<file path="src/hw/rtl/ir_pulse_frame_decoder_macros.svh">
// assertion macros for the ir pulse frame decoder
// no dependencies; the files that check their own logic include this header
`ifndef IR_PULSE_FRAME_DECODER_MACROS_SVH
`define IR_PULSE_FRAME_DECODER_MACROS_SVH
`ifndef SYNTH
// same-cycle implication under reset
`define IPFD_ASSERT_IMP(label, clk, rst_n, ante, cons) \
	label: assert property (@(posedge clk) disable iff (!rst_n) (ante) |-> (cons)) \
		else $error("ipfd assertion failed");
// next-cycle implication under reset
`define IPFD_ASSERT_NXT(label, clk, rst_n, ante, cons) \
	label: assert property (@(posedge clk) disable iff (!rst_n) (ante) |=> (cons)) \
		else $error("ipfd assertion failed");
`else
`define IPFD_ASSERT_IMP(label, clk, rst_n, ante, cons)
`define IPFD_ASSERT_NXT(label, clk, rst_n, ante, cons)
`endif
`endif

</file>
<file path="src/hw/rtl/ipfd_pkg.sv">
// types, register indexes and reset values for the ir pulse frame decoder
// no dependencies; used by ipfd_bit_decode and ir_pulse_frame_decoder
package ipfd_pkg;

	localparam int TOTAL_BITS_DEF    = 32;
	localparam int HALF_BITS_DEF     = 16;
	localparam int PERIOD_MARGIN_DEF = 200;

	localparam int TICK_W  = 16;
	localparam int CNT_W   = 6;
	localparam int WORD_W  = 32;
	localparam int BYTE_W  = 8;
	localparam int CIDX_W  = 3;

	typedef enum logic [CIDX_W-1:0] {
		REG_HDR_LOW_MIN    = 3'd0,
		REG_HDR_LOW_MAX    = 3'd1,
		REG_HDR_PERIOD_MIN = 3'd2,
		REG_HDR_PERIOD_MAX = 3'd3,
		REG_MARK_MIN       = 3'd4,
		REG_MARK_MAX       = 3'd5,
		REG_ZERO_PERIOD    = 3'd6,
		REG_ONE_STEP       = 3'd7
	} reg_idx_t;

	localparam logic [TICK_W-1:0] HDR_LOW_MIN_RST    = 16'd8000;
	localparam logic [TICK_W-1:0] HDR_LOW_MAX_RST    = 16'd10000;
	localparam logic [TICK_W-1:0] HDR_PERIOD_MIN_RST = 16'd12500;
	localparam logic [TICK_W-1:0] HDR_PERIOD_MAX_RST = 16'd14500;
	localparam logic [TICK_W-1:0] MARK_MIN_RST       = 16'd400;
	localparam logic [TICK_W-1:0] MARK_MAX_RST       = 16'd700;
	localparam logic [TICK_W-1:0] ZERO_PERIOD_RST    = 16'd1120;
	localparam logic [TICK_W-1:0] ONE_STEP_RST       = 16'd1120;

	typedef struct packed {
		logic              kind;
		logic [TICK_W-1:0] low_ticks;
		logic [TICK_W-1:0] period_ticks;
	} in_t;

	typedef struct packed {
		logic [BYTE_W-1:0] custom_low;
		logic [BYTE_W-1:0] custom_high;
		logic [BYTE_W-1:0] data_low;
		logic [BYTE_W-1:0] data_high;
	} out_t;

	typedef struct packed {
		logic [TICK_W-1:0] header_low_min;
		logic [TICK_W-1:0] header_low_max;
		logic [TICK_W-1:0] header_period_min;
		logic [TICK_W-1:0] header_period_max;
		logic [TICK_W-1:0] mark_min;
		logic [TICK_W-1:0] mark_max;
		logic [TICK_W-1:0] zero_period;
		logic [TICK_W-1:0] one_step;
	} cfg_t;

	// pulse classification handed from the decoder to the frame logic
	typedef struct packed {
		logic hdr_ok;
		logic bit_ok;
		logic bit_val;
	} cls_t;

endpackage

</file>
<file path="src/hw/rtl/ir_pulse_frame_decoder.sv">
// top level of the ir pulse frame decoder: input register, frame state, result register
// depends on ipfd_pkg, ipfd_bit_decode and ir_pulse_frame_decoder_macros.svh
//
// channel | direction | handshake          | payload
// in      | into      | in_valid/in_stall  | in_t  kind, low_ticks, period_ticks
// out     | out of    | out_valid/out_stall| out_t four frame bytes
// cfg     | into      | cfg_we             | cfg_index, cfg_data
//
// one item per cycle while in_stall is low; an item is registered, then classified and
// applied to the frame state as it leaves the input register; the result is registered.
// arst_n clears the frame state and loads the register defaults.
// a waiting result holds in the output register; the input register keeps
// taking items until it holds one that cannot move past a stalled result.
`include "ir_pulse_frame_decoder_macros.svh"
module ir_pulse_frame_decoder import ipfd_pkg::*; #(
	parameter int TOTAL_BITS    = TOTAL_BITS_DEF,
	parameter int HALF_BITS     = HALF_BITS_DEF,
	parameter int PERIOD_MARGIN = PERIOD_MARGIN_DEF
) (
	input  logic              clk,
	input  logic              arst_n,
	input  logic              in_valid,
	output logic              in_stall,
	input  in_t               in_data,
	output logic              out_valid,
	input  logic              out_stall,
	output out_t              out_data,
	input  logic              cfg_we,
	input  reg_idx_t          cfg_index,
	input  logic [TICK_W-1:0] cfg_data
);

	localparam logic [CNT_W-1:0] TOTAL_CNT = CNT_W'(TOTAL_BITS);
	localparam logic [CNT_W-1:0] HALF_CNT  = CNT_W'(HALF_BITS);

	cfg_t              cfg_q;
	logic              valid_s1;
	in_t               item_s1;
	logic              receiving_q;
	logic [CNT_W-1:0]  cnt_q;
	logic [WORD_W-1:0] word_q;
	logic              out_valid_q;
	out_t              out_q;

	cls_t              cls;
	logic              hold_s1;
	logic              fire_s1;
	logic              emit;
	logic              receiving_n;
	logic [CNT_W-1:0]  cnt_n;
	logic [WORD_W-1:0] word_n;
	logic [WORD_W-1:0] rev;

	// config registers
	always_ff @(posedge clk or negedge arst_n) begin
		if (!arst_n) begin
			cfg_q.header_low_min    <= HDR_LOW_MIN_RST;
			cfg_q.header_low_max    <= HDR_LOW_MAX_RST;
			cfg_q.header_period_min <= HDR_PERIOD_MIN_RST;
			cfg_q.header_period_max <= HDR_PERIOD_MAX_RST;
			cfg_q.mark_min          <= MARK_MIN_RST;
			cfg_q.mark_max          <= MARK_MAX_RST;
			cfg_q.zero_period       <= ZERO_PERIOD_RST;
			cfg_q.one_step          <= ONE_STEP_RST;
		end else if (cfg_we) begin
			unique case (cfg_index)
				REG_HDR_LOW_MIN:    cfg_q.header_low_min    <= cfg_data;
				REG_HDR_LOW_MAX:    cfg_q.header_low_max    <= cfg_data;
				REG_HDR_PERIOD_MIN: cfg_q.header_period_min <= cfg_data;
				REG_HDR_PERIOD_MAX: cfg_q.header_period_max <= cfg_data;
				REG_MARK_MIN:       cfg_q.mark_min          <= cfg_data;
				REG_MARK_MAX:       cfg_q.mark_max          <= cfg_data;
				REG_ZERO_PERIOD:    cfg_q.zero_period       <= cfg_data;
				REG_ONE_STEP:       cfg_q.one_step          <= cfg_data;
				default: ;
			endcase
		end
	end

	assign hold_s1  = valid_s1 && out_valid_q && out_stall;
	assign fire_s1  = valid_s1 && !hold_s1;
	assign in_stall = hold_s1;

	// input register
	always_ff @(posedge clk or negedge arst_n) begin
		if (!arst_n) begin
			valid_s1 <= 1'b0;
		end else if (!hold_s1) begin
			valid_s1 <= in_valid;
		end
	end

	always_ff @(posedge clk) begin
		if (in_valid && !hold_s1) begin
			item_s1 <= in_data;
		end
	end

	ipfd_bit_decode #(
		.PERIOD_MARGIN (PERIOD_MARGIN)
	) u_decode (
		.cfg          (cfg_q),
		.low_ticks    (item_s1.low_ticks),
		.period_ticks (item_s1.period_ticks),
		.cls          (cls)
	);

	always_comb begin
		for (int i = 0; i < WORD_W; i++) begin
			rev[i] = word_n[WORD_W-1-i];
		end
	end

	// frame state step
	always_comb begin
		receiving_n = receiving_q;
		cnt_n       = cnt_q;
		word_n      = word_q;
		emit        = 1'b0;
		if (item_s1.kind) begin
			receiving_n = 1'b0;
			cnt_n       = '0;
			word_n      = '0;
		end else if (!receiving_q) begin
			if (cls.hdr_ok) begin
				receiving_n = 1'b1;
			end else begin
				cnt_n  = '0;
				word_n = '0;
			end
		end else if (cls.bit_ok) begin
			word_n = (word_q | WORD_W'(cls.bit_val)) << 1;
			cnt_n  = cnt_q + CNT_W'(1);
			if (cnt_n == TOTAL_CNT) begin
				emit        = 1'b1;
				receiving_n = 1'b0;
			end else if (cnt_n == HALF_CNT) begin
				// second header expected
				receiving_n = 1'b0;
			end
		end
	end

	always_ff @(posedge clk or negedge arst_n) begin
		if (!arst_n) begin
			receiving_q <= 1'b0;
			cnt_q       <= '0;
			word_q      <= '0;
		end else if (fire_s1) begin
			receiving_q <= receiving_n;
			cnt_q       <= emit ? '0 : cnt_n;
			word_q      <= emit ? '0 : word_n;
		end
	end

	// result register
	always_ff @(posedge clk or negedge arst_n) begin
		if (!arst_n) begin
			out_valid_q <= 1'b0;
		end else begin
			out_valid_q <= (fire_s1 && emit) || (out_valid_q && out_stall);
		end
	end

	always_ff @(posedge clk) begin
		if (fire_s1 && emit) begin
			out_q.custom_low  <= rev[7:0];
			out_q.custom_high <= rev[15:8];
			out_q.data_low    <= rev[23:16];
			out_q.data_high   <= rev[31:24];
		end
	end

	assign out_valid = out_valid_q;
	assign out_data  = out_q;

	`IPFD_ASSERT_NXT(a_emit_clears, clk, arst_n, fire_s1 && emit, out_valid_q && !receiving_q && (cnt_q == '0))
	`IPFD_ASSERT_NXT(a_hold_keeps_item, clk, arst_n, hold_s1, valid_s1 && $stable(item_s1))
	`IPFD_ASSERT_IMP(a_cnt_range, clk, arst_n, 1'b1, cnt_q < TOTAL_CNT)

endmodule

</file>
<file path="src/hw/rtl/ipfd_bit_decode.sv">
// classifies one captured pulse as a good header and/or a data bit
// depends on ipfd_pkg
module ipfd_bit_decode import ipfd_pkg::*; #(
	parameter int PERIOD_MARGIN = PERIOD_MARGIN_DEF
) (
	input  cfg_t              cfg,
	input  logic [TICK_W-1:0] low_ticks,
	input  logic [TICK_W-1:0] period_ticks,
	output cls_t              cls
);

	localparam int EXT_W = TICK_W + 2;
	localparam logic [EXT_W-1:0] MARGIN = EXT_W'(PERIOD_MARGIN[TICK_W-1:0]);

	function automatic logic fits(input logic [EXT_W-1:0] period, input logic [EXT_W-1:0] center);
		logic [EXT_W-1:0] lo;
		logic [EXT_W-1:0] hi;
		begin
			// lower bound saturates at zero
			lo = (center > MARGIN) ? (center - MARGIN) : '0;
			hi = center + MARGIN;
			return (period >= lo) && (period <= hi);
		end
	endfunction

	logic [EXT_W-1:0] period_x;
	logic [EXT_W-1:0] zero_c;
	logic [EXT_W-1:0] one_c;
	logic             mark_ok;
	logic             fit0;
	logic             fit1;

	always_comb begin
		period_x = EXT_W'(period_ticks);
		zero_c   = EXT_W'(cfg.zero_period);
		one_c    = EXT_W'(cfg.zero_period) + EXT_W'(cfg.one_step);
		mark_ok  = (low_ticks >= cfg.mark_min) && (low_ticks <= cfg.mark_max);
		fit0     = fits(period_x, zero_c);
		fit1     = fits(period_x, one_c);

		cls.hdr_ok  = (low_ticks >= cfg.header_low_min) && (low_ticks <= cfg.header_low_max)
			&& (period_ticks >= cfg.header_period_min)
			&& (period_ticks <= cfg.header_period_max);
		cls.bit_ok  = mark_ok && (fit0 || fit1);
		// zero wins where the two windows overlap
		cls.bit_val = !fit0;
	end

endmodule
</file>
<file path="config.mk">
export PLATFORM = sky130hd
export DESIGN_NAME = ir_pulse_frame_decoder
export DESIGN_NICKNAME = d
export VERILOG_FILES = /design/src/hw/rtl/ipfd_pkg.sv /design/src/hw/rtl/ir_pulse_frame_decoder.sv /design/src/hw/rtl/ipfd_bit_decode.sv
export VERILOG_INCLUDE_DIRS = /design/src /design/src/hw/rtl
export SDC_FILE = /design/constraint.sdc
export NUM_CORES = 1
export LEC_CHECK = 0
export ABC_AREA = 1
export BUFFER_PORTS_ARGS = -buffer_cell sky130_fd_sc_hd__buf_2
export CAP_MARGIN = 10
export CORE_AREA = 10 10 261 163
export CTS_BUF_LIST = sky130_fd_sc_hd__clkbuf_16
export CTS_CLUSTER_SIZE = 14
export DETAILED_ROUTE_END_ITERATION = 8
export DIE_AREA = 0 0 271 173
export GPL_ROUTABILITY_DRIVEN = 0
export GPL_TIMING_DRIVEN = 0
export PLACE_DENSITY = 0.67
export SYNTH_ARGS = -nofsm -noshare
export SYNTH_HDL_FRONTEND = slang
export SYNTH_SLANG_ARGS = --single-unit
</file>
<file path="constraint.sdc">
create_clock -name clk -period 7.1 [get_ports clk]
set_input_delay 0.355 -clock clk [delete_from_list [all_inputs] [get_ports clk]]
set_output_delay 0.355 -clock clk [all_outputs]
set_load 0.1 [all_outputs]
</file>
Yosys cells after proc, flatten, opt, wreduce, memory -nomap -nowiden
Cells that the tools add are included.

word-level totals
  input port bits = 57
  logic and storage cells = 99
  bits in registers = 234

operators by class
  bitwise operators = 1
  $lt $le $gt $ge = 12
  eq/ne operators = 11
  reductions and logical operators = 27
  add/sub/neg operators = 6
  multiplexer cells = 22

operator list
  cell                     number
  $mux W32                 5
  $ge A16 B16 Y1           3
  $le A16 B16 Y1           3
  $ge A16 B18 Y1           2
  $le A16 B18 Y1           2
  $mux W18                 2
  $or A31 B1 Y31           1
  $mux W6                  5
  $add A18 B8 Y18 const B  1
  $gt A18 B8 Y1 const B    1
  $sub A18 B8 Y18 const B  1
  $add A16 B16 Y17         1
  $add A16 B8 Y17 const B  1
  $sub A16 B8 Y17 const B  1
  $gt A16 B8 Y1 const B    1
  $reduce_and A2 Y1        8
  $logic_and A1 B1 Y1      13
  $eq A3 B3 Y1 const B     4
  $mux W1                  10
  $add A6 B1 Y6 const B    1
  $eq A3 B2 Y1 const B     2
  $eq A6 B5 Y1 const B     1
  $eq A6 B6 Y1 const B     1
  $ne A4 B2 Y1 const B     1
  other kinds (6)          8

Logic depth before layout (Yosys ltp)
Gate-level depths: netlist of run 1.

  depth in word-level cells = 12
  mapped depth = 36
  mapped depth without buffers = 35

By module
A second synthesis of run 1 with hierarchy kept.

unflattened totals
  cell total of the unflattened synthesis = 1841
  area total of the unflattened synthesis = 15061.9 um2

modules (own cells, without submodules)
  module                  area each (um2)  cells an instance  instances
  ir_pulse_frame_decoder  8833.5           807                1
  ipfd_bit_decode         6228.5           1034               1

Worst setup path after synthesis of run 1
Ideal clock, no wire load.

  path kind = register to register
  start point = register cfg_q[16] (netlist name)
  end point = register out_q, in the netlist out_data[0], enable pin
  clock period less this slack = 5.475 ns
  required time = 6.679 ns
  cell stages (with the launch flop) = 30
  setup time = 0.421 ns
  arrival time = 5.054 ns
  slack = 1.625 ns
  cell sequence = dfrtp_1 > ha_1 > inv_1 > fa_1 > inv_1 > nand3_1 > nand2_2 > nand2_1 > nand3_1 > nand2_1 > nor2_1 > o21ai_2 > nand3_2 > nand2_1 > nand2_2 > clkbuf_1 > nand3_1 > ha_1 > nand4_1 > nor3_1 > o21ai_0 > o211ai_1 > nand4_1 > a21oi_1 > nor2_1 > nor2_2 > nand2_2 > nand2_4 > nand4_2 > nor2_1

on the way
  cells in the longest elaborated chain, start to end = 11
  elaborated cells between the ends (all ways) = 21
  classes of those cells = add/sub: 5; order compare: 6; mux: 5; reduce/logical: 5

ends and longest elaborated chain
  what                                              line                           RTL
  start: declaration                                ir_pulse_frame_decoder.sv:36   cfg_t cfg_q;
  $add A16 B16 Y17                                  ipfd_bit_decode.sv:36          one_c = EXT_W'(cfg.zero_period) + EXT_W'(cfg.one_step);
  $sub A18 B8 Y18 or $gt A18 B8 Y1 (tied branches)  ipfd_bit_decode.sv:20          lo = (center > MARGIN) ? (center - MARGIN) : '0;
  $mux W18                                          ipfd_bit_decode.sv:20
  $ge A16 B18 Y1                                    ipfd_bit_decode.sv:22          return (period >= lo) && (period <= hi);
  $logic_and A1 B1 Y1                               ipfd_bit_decode.sv:22
  $logic_or A1 B1 Y1 (*)                            ipfd_bit_decode.sv:44          cls.bit_ok = mark_ok && (fit0 || fit1);
  $logic_and A1 B1 Y1 (*)                           ipfd_bit_decode.sv:44
  $mux W1 (*)                                       ir_pulse_frame_decoder.sv:131  end else if (cls.bit_ok) begin
  $mux W1 (*)                                       ir_pulse_frame_decoder.sv:124  end else if (!receiving_q) begin
  $mux W1 (*)                                       ir_pulse_frame_decoder.sv:120  if (item_s1.kind) begin
  $logic_and A1 B1 Y1 (*)                           ir_pulse_frame_decoder.sv:166  if (fire_s1 && emit) begin
  end: declaration                                  ir_pulse_frame_decoder.sv:43   out_t out_q;

Mark *: on every way between the ends. The rest lies on a longest branch, timed or not.
A chain may end at the register's enable or synchronous reset.

Worst setup path in the final report of run 1
  start point = register cfg_q[16] (netlist name)
  end point = register out_q, in the netlist out_data[2], enable pin

Same word-level chain as after synthesis.

==> results of run 1 <==
[per-layer routing]
metal  wire [um]  up-vias  global-route usage [%]  part of all wire [%]
met1       21100     6149                    27.0                    50
met2       17100      422                    26.1                    40
li1            -     6360                       -                     -
met5           0        -                       0                     0
met3        3370       62                    3.40                   8.0
met4         726        0                    3.67                   1.7
[synth_stat cells (all sizes together), types with 3 or more instances]
master   count  share of area [%]
a211oi       7               0.35
o211ai       5               0.25
nand4       25                1.1
and2         5               0.21
o21ai      150                5.1
xnor2        5               0.29
clkbuf      31               0.78
ha         181                 15
nor2       113                3.2
inv        241                6.1
nor3        22               0.74
or2          5               0.21
a21oi       93                3.2
o2111ai      3               0.18
o21a         4               0.20
dfrtp      131                 22
buf         10               0.61
edfxtp      65                 13
nand2      601                 16
o221ai       4               0.24
xor2        22                1.3
nand3       69                2.5
dfstp       38                6.7
[stage by stage]
stage          area, um2  setup TNS [ns]  util (%)  hold WS [ns]
6_report           17200               0      45.8        0.0275
5_1_grt            17200               0      45.8        0.0419
4_1_cts            17200               0      45.8       0.00946
3_5_place_dp       16000               0      42.7         0.363
3_3_place_gp       16000           -6.29      42.6         0.462
2_1_floorplan      14900               0         -        0.0594
[power by group through the flow]
stage	logic [uW]	clock network (uW)	registers (uW)
after floorplan	1480	0	1670
after global placement	1890	0	1720
after detailed placement	1990	0	1720
after CTS	2020	1340	1700
after global routing	2350	1400	1720
final	2040	1310	1710
[registers in the layout, indices dropped and copies added, names as in the netlist]
name and cells:
cfg_q 128, item_s1 33, out_data 32, word_q 32, cnt_q 6, out_valid 1
receiving_q 1, valid_s1 1
[timing repair]
action | CTS | global route
buffers inserted | 0 | 0
hold buffers | 35 | 0
hold endpoints to repair | 81 | 0
[final timing paths]
check	endpoint	slack [ns]	depth (start not counted)	startpoint
min in group asynchronous	cfg_q[65]	0.36	2	arst_n
max reg2reg	out_data[2]	0.77	29	cfg_q[16]
max in group asynchronous	word_q[6]	5.77	3	arst_n
min reg2reg	cfg_q[38]	0.49	2	cfg_q[38]
min	cfg_q[1]	0.03	3	cfg_data[1]
max	out_data[2]	0.77	29	cfg_q[16]
[worst max-delay path, delay by kind of cell (launching register included)]
kind / cells / cell delay (ns)
adder cells (fa/ha/maj): 3 / 1.05
buffers and inverters: 3 / 0.61
AND/OR/NAND/NOR: 19 / 3.12
AO/OA/AOI/OAI: 4 / 0.61
flip-flops: 1 / 0.52
[cell families after synthesis]
group | Yosys count | synth area share (%)
and+or+nand+nor | 844 | 23.6
buffers and inverters | 283 | 7.49
AOI/OAI and AO/OA | 279 | 10.1
DFF | 234 | 41.9
adders and majority gates | 182 | 15.4
xor gates and xnor gates | 27 | 1.59
[cell type report]
cell class	count	share of cell area, %
diodes	1	0.0146
plain buffers	41	1.20
clock buffers	27	3.93
clock inverters	19	0.758
inverters	242	5.29
multi-input cells	1332	43.9
flip-flops and latches	234	36.3
well taps	513	3.74
repair buffers	126	4.88
==> results.tsv, run 1 <==
stage	metric	value	unit
power_and_ir_drop	seqPwrFrac	33.7	%
placement	dpl.hpwl	32000	um
sta	fmax	158	MHz
power_and_ir_drop	clockPowerShare	25.9	%
synth	syn_avg_cell_area	8.05	um2
flow_run	max_cap_violations	0	
sta	tightest_slew	0.913	ns
synth	synth.net_count	2088	
sta	fin_crit_sh	89.1	%
grt	grt_pass1_wl	68800	um
power_and_ir_drop	combPwrFrac	40.4	%
layout	mostFrequentLayoutCell	nand2_1	
sta	maxSlewViolCount	0	
route	drc	0	
synth	ys_seq_area_share	41.9	%
grt	overflow	0	
power_and_ir_drop	vdd_drop_max	160	uV
sta	hold_viol_final	0	
synth	yosysUniqueCellTypes	51	
layout	fillerInstances	3629	
route	via_per_inst	5.13	
worst_setup_path	cp-start-kind	register	
route	first_pass_iters	5	
cts	cts_htree_levels	1	
cts	cts_root_buffer	clkbuf_16	
placement	dp_cells	2453	
layout	nets	2241	
sta	relSlewSlack	39.0	%
route	ant_nets	0	
die	initial_utilization	39.7	%
grt	grt_max_degree	97	
cts	cts_buffers	25	
die	ios	91	
synth	ys_async_sr_fraction	72.2	%
route	wirelength	42300	um
power_and_ir_drop	swShare	40.1	%
synth	syn_inst	1849	
cts	path_clk_slew	0.07	ns
synth	synth_area	14900	um2
synth	synth-seq-cells	234	
synth	yosysWarnings	0	
sta	period_needed	6.33	ns
worst_setup_path	critPathKind	reg -> reg	
power_and_ir_drop	p_total	5060	uW
worst_setup_path	cp_slowest_cell	nor2_4	
placement	io_buffers	90	
sta	fin_skew	0.0108	ns
route	vias	13000	
sta	setup_slack	0.772	ns
cts	clock_sinks	234	
worst_setup_path	cp.arrival	6.51	ns
power_and_ir_drop	p_leak	0.00857	uW
layout	layout_common_cells	586 x nand2_1, 240 x inv_1, 181 x ha_1, 149 x o21ai_0, 131 x dfrtp_1	
worst_setup_path	path_max_fanout	32	
die	dieArea	46900	um2
cts	cts_tree	done	
layout	area_growth	15.4	%
grt	grt.total_usage	18.0	%
layout	seq_area	6230	um2
outcome	outcome	complete, no violations	
worst_setup_path	worstPathRequired	7.28	ns
cts	clk-insertion-delay-late	0.56	ns
worst_setup_path	cp-end-kind	register	
placement	dp_slack	0.877	ns
sta	setup_viol	0	
cts	clockBufferDepth	3	
die	row_count	55	
die	die_x	271	um
route	drtIter0Drc	1432	
power_and_ir_drop	power_density	295	nW/um2
synth	synth_edf_count	65	
layout	multi_input_area	7550	um2
synth	ys.flop_type	dfrtp_1	
die	die_h	173	um
cts	cts_resized	0	
worst_hold_path	hp-class	in -> reg	
grt	grt_pass1_vias	12700	
route	wire_per_inst	16.7	um
power_and_ir_drop	p_int	3030	uW
worst_setup_path	max_stage_delay	0.79	ns
layout	drive_above_1_share	10.6	%
layout	final_cells	2535	
grt	antenna_found_initial	3	
power_and_ir_drop	switching_power	2030	uW
sta	rsz0062_at_grt	false	
die	core-area	37500	um2
(Power assumes the default switching activity.)
==> run 2: changes to the inputs <==
--- a/config.mk
+++ b/config.mk
@@ -9,14 +9,14 @@
 export ABC_AREA = 1
 export BUFFER_PORTS_ARGS = -buffer_cell sky130_fd_sc_hd__buf_2
 export CAP_MARGIN = 10
-export CORE_AREA = 10 10 261 163
+export CORE_AREA = 10 10 224 141
 export CTS_BUF_LIST = sky130_fd_sc_hd__clkbuf_16
 export CTS_CLUSTER_SIZE = 14
 export DETAILED_ROUTE_END_ITERATION = 8
-export DIE_AREA = 0 0 271 173
+export DIE_AREA = 0 0 234 151
 export GPL_ROUTABILITY_DRIVEN = 0
 export GPL_TIMING_DRIVEN = 0
-export PLACE_DENSITY = 0.67
+export PLACE_DENSITY = 0.83
 export SYNTH_ARGS = -nofsm -noshare
 export SYNTH_HDL_FRONTEND = slang
 export SYNTH_SLANG_ARGS = --single-unit
==> run 2 against run 1 <==
Net effect: cell area down 0.95%; first-iteration DRC count is 3.4% lower; critical path depth increased by 1; setup slack gained 0.20 ns; global-route usage up 5.8 points; non-clock buffer count stayed put; clock-buffer cell count shrank 1; clock power is essentially flat; die area down 25%; register-to-register slack improved by 0.20 ns; critical path type unchanged.
==> results.tsv, run 2 (synthesis gave the netlist of run 1 again) <==
stage	metric	value	unit
cts	clock_sinks	234	
sta	rsz0062_at_grt	false	
die	initial_utilization	54.5	%
route	via_per_inst	5.55	
die	core-area	27300	um2
placement	dp_cells	2308	
sta	fin_crit_sh	86.3	%
die	row_count	47	
worst_setup_path	critical_path.top_delay_family	simple AND/OR/NAND/NOR gates	
sta	relSlewSlack	36.4	%
placement	io_buffers	90	
power_and_ir_drop	vdd_drop_max	208	uV
cts	cts_tree	done	
cts	cts_root_buffer	clkbuf_16	
cts	postCtsSetupBuffers	0	
grt	grt_pass1_vias	12700	
worst_setup_path	cp.arrival	6.37	ns
worst_setup_path	max_stage_delay	0.65	ns
route	first_pass_iters	6	
grt	grt_max_degree	126	
layout	largestRegisters	cfg_q (128), item_s1 (33)	
cts	cts_buffers	24	
grt	grt.total_usage	23.8	%
outcome	outcome	complete, no violations	
grt	antenna_found_initial	2	
route	wirelength	42000	um
route	drc	0	
sta	fin_skew	0.0251	ns
sta	period_needed	6.13	ns
die	die_x	234	um
route	wire_per_inst	17.6	um
worst_setup_path	worstPathRequired	7.34	ns
layout	largest_reg_flops	128	
layout	nets	2240	
power_and_ir_drop	p_total	5080	uW
layout	mostFrequentLayoutCell	nand2_1	
route	drtIter0Drc	1384	
cts	clk-insertion-delay-late	0.56	ns
grt	overflow	0	
worst_setup_path	critPathKind	reg -> reg	
layout	area_growth	14.3	%
worst_setup_path	path_max_fanout	21	
worst_setup_path	cp-end-kind	register	
worst_setup_path	cp.buffers_inverters	4	
worst_setup_path	reg2reg_from	cfg_q[16]	
cts	clockBufferDepth	3	
route	vias	13300	
layout	fillerInstances	2259	
power_and_ir_drop	p_leak	0.00857	uW
flow_run	max_cap_violations	0	
sta	fmax	163	MHz
worst_hold_path	hold_path_startpoint	in_valid	
sta	hold_viol_final	0	
die	dieArea	35300	um2
layout	final_cells	2386	
cts	path_clk_slew	0.06	ns
layout	layout_common_cells	586 x nand2_1, 238 x inv_1, 181 x ha_1, 149 x o21ai_0, 131 x dfrtp_1	
sta	setup_viol	0	
worst_hold_path	hp-class	in -> reg	
worst_setup_path	cp_slowest_cell	nor2_2	
layout	largest_register	cfg_q	
sta	maxSlewViolCount	0	
sta	tightest_slew	0.954	ns
placement	dpl.hpwl	31500	um
layout	drive_above_1_share	10.7	%
die	die_h	151	um
die	ios	91	
sta	setup-tns-final	0	ns
grt	grt_pass1_wl	67000	um
worst_setup_path	cp-start-kind	register	
worst_setup_path	crit_start	cfg_q[16]	
power_and_ir_drop	power_density	299	nW/um2
cts	cts_resized	0	
route	ant_nets	0	
cts	cts_htree_levels	1	
layout	diodes	0	
[run 2: final timing paths]
kind	endpoint	slack, ns	cells past startpoint
hold / removal	valid_s1	0.04	3
hold reg to reg	cfg_q[125]	0.48	2
min in group asynchronous	cfg_q[65]	0.30	2
max in group asynchronous	cfg_q[59]	5.83	3
setup / recovery	out_data[1]	0.97	30
setup reg to reg	out_data[1]	0.97	30
[run 2: layout make-up]
class                           instances  area [um2]  area share [%]
Buffer                                 41         206            1.21
Tap cell                              367         459            2.70
Clock buffer                           26         651            3.82
Sequential cell                       234        6230            36.6
Clock inverter                         18         164           0.963
Multi-Input combinational cell       1332        7540            44.3
Timing Repair Buffer                  126         856            5.03
Inverter                              242         908            5.34
[run 2: layer usage]
| layer | wire length [um] | GRT usage, % | part of all wire (%) | vias up |
|---|---|---|---|---|
| met2 | 17800 | 35.0 | 42 | 595 |
| met5 | 13 | 0 | 0.031 | - |
| li1 | - | - | - | 6357 |
| met3 | 4300 | 6.46 | 10 | 75 |
| met4 | 960 | 6.30 | 2.3 | 2 |
| met1 | 18900 | 33.9 | 45 | 6223 |
[run 2: worst reg2reg max path, delay by kind of cell, from the launching register on]
family                   cells  cell delay (ns)
adder cells (fa/ha/maj)      3             1.03
buffers and inverters        4             0.85
flip-flops                   1             0.49
AO/OA/AOI/OAI                4             0.57
AND/OR/NAND/NOR             19             2.86
[run 2: what timing repair did]
action | in CTS | in global routing
hold endpoints to repair | 74 | 0
setup endpoints to repair | 0 | 0
hold buffers | 34 | 0
[run 2: stage by stage]
step / instance area, um2 / hold WS, ns / utilization, % / setup slack, ns
after floorplan: 14900 / 0.0594 / - / 1.62
after global placement: 15800 / 0.462 / 57.9 / 0.188
after detailed placement: 15900 / 0.294 / 58.1 / 1.19
after CTS: 17000 / 0.0295 / 62.4 / 1.11
after global routing: 17000 / 0.0609 / 62.4 / 0.605
final: 17000 / 0.0423 / 62.4 / 0.975
[run 2: where the power goes]
part           internal (uW)  switching [uW]  total, uW
Clock                    742             577       1320
Combinational            744            1310       2060
Sequential              1570             142       1710
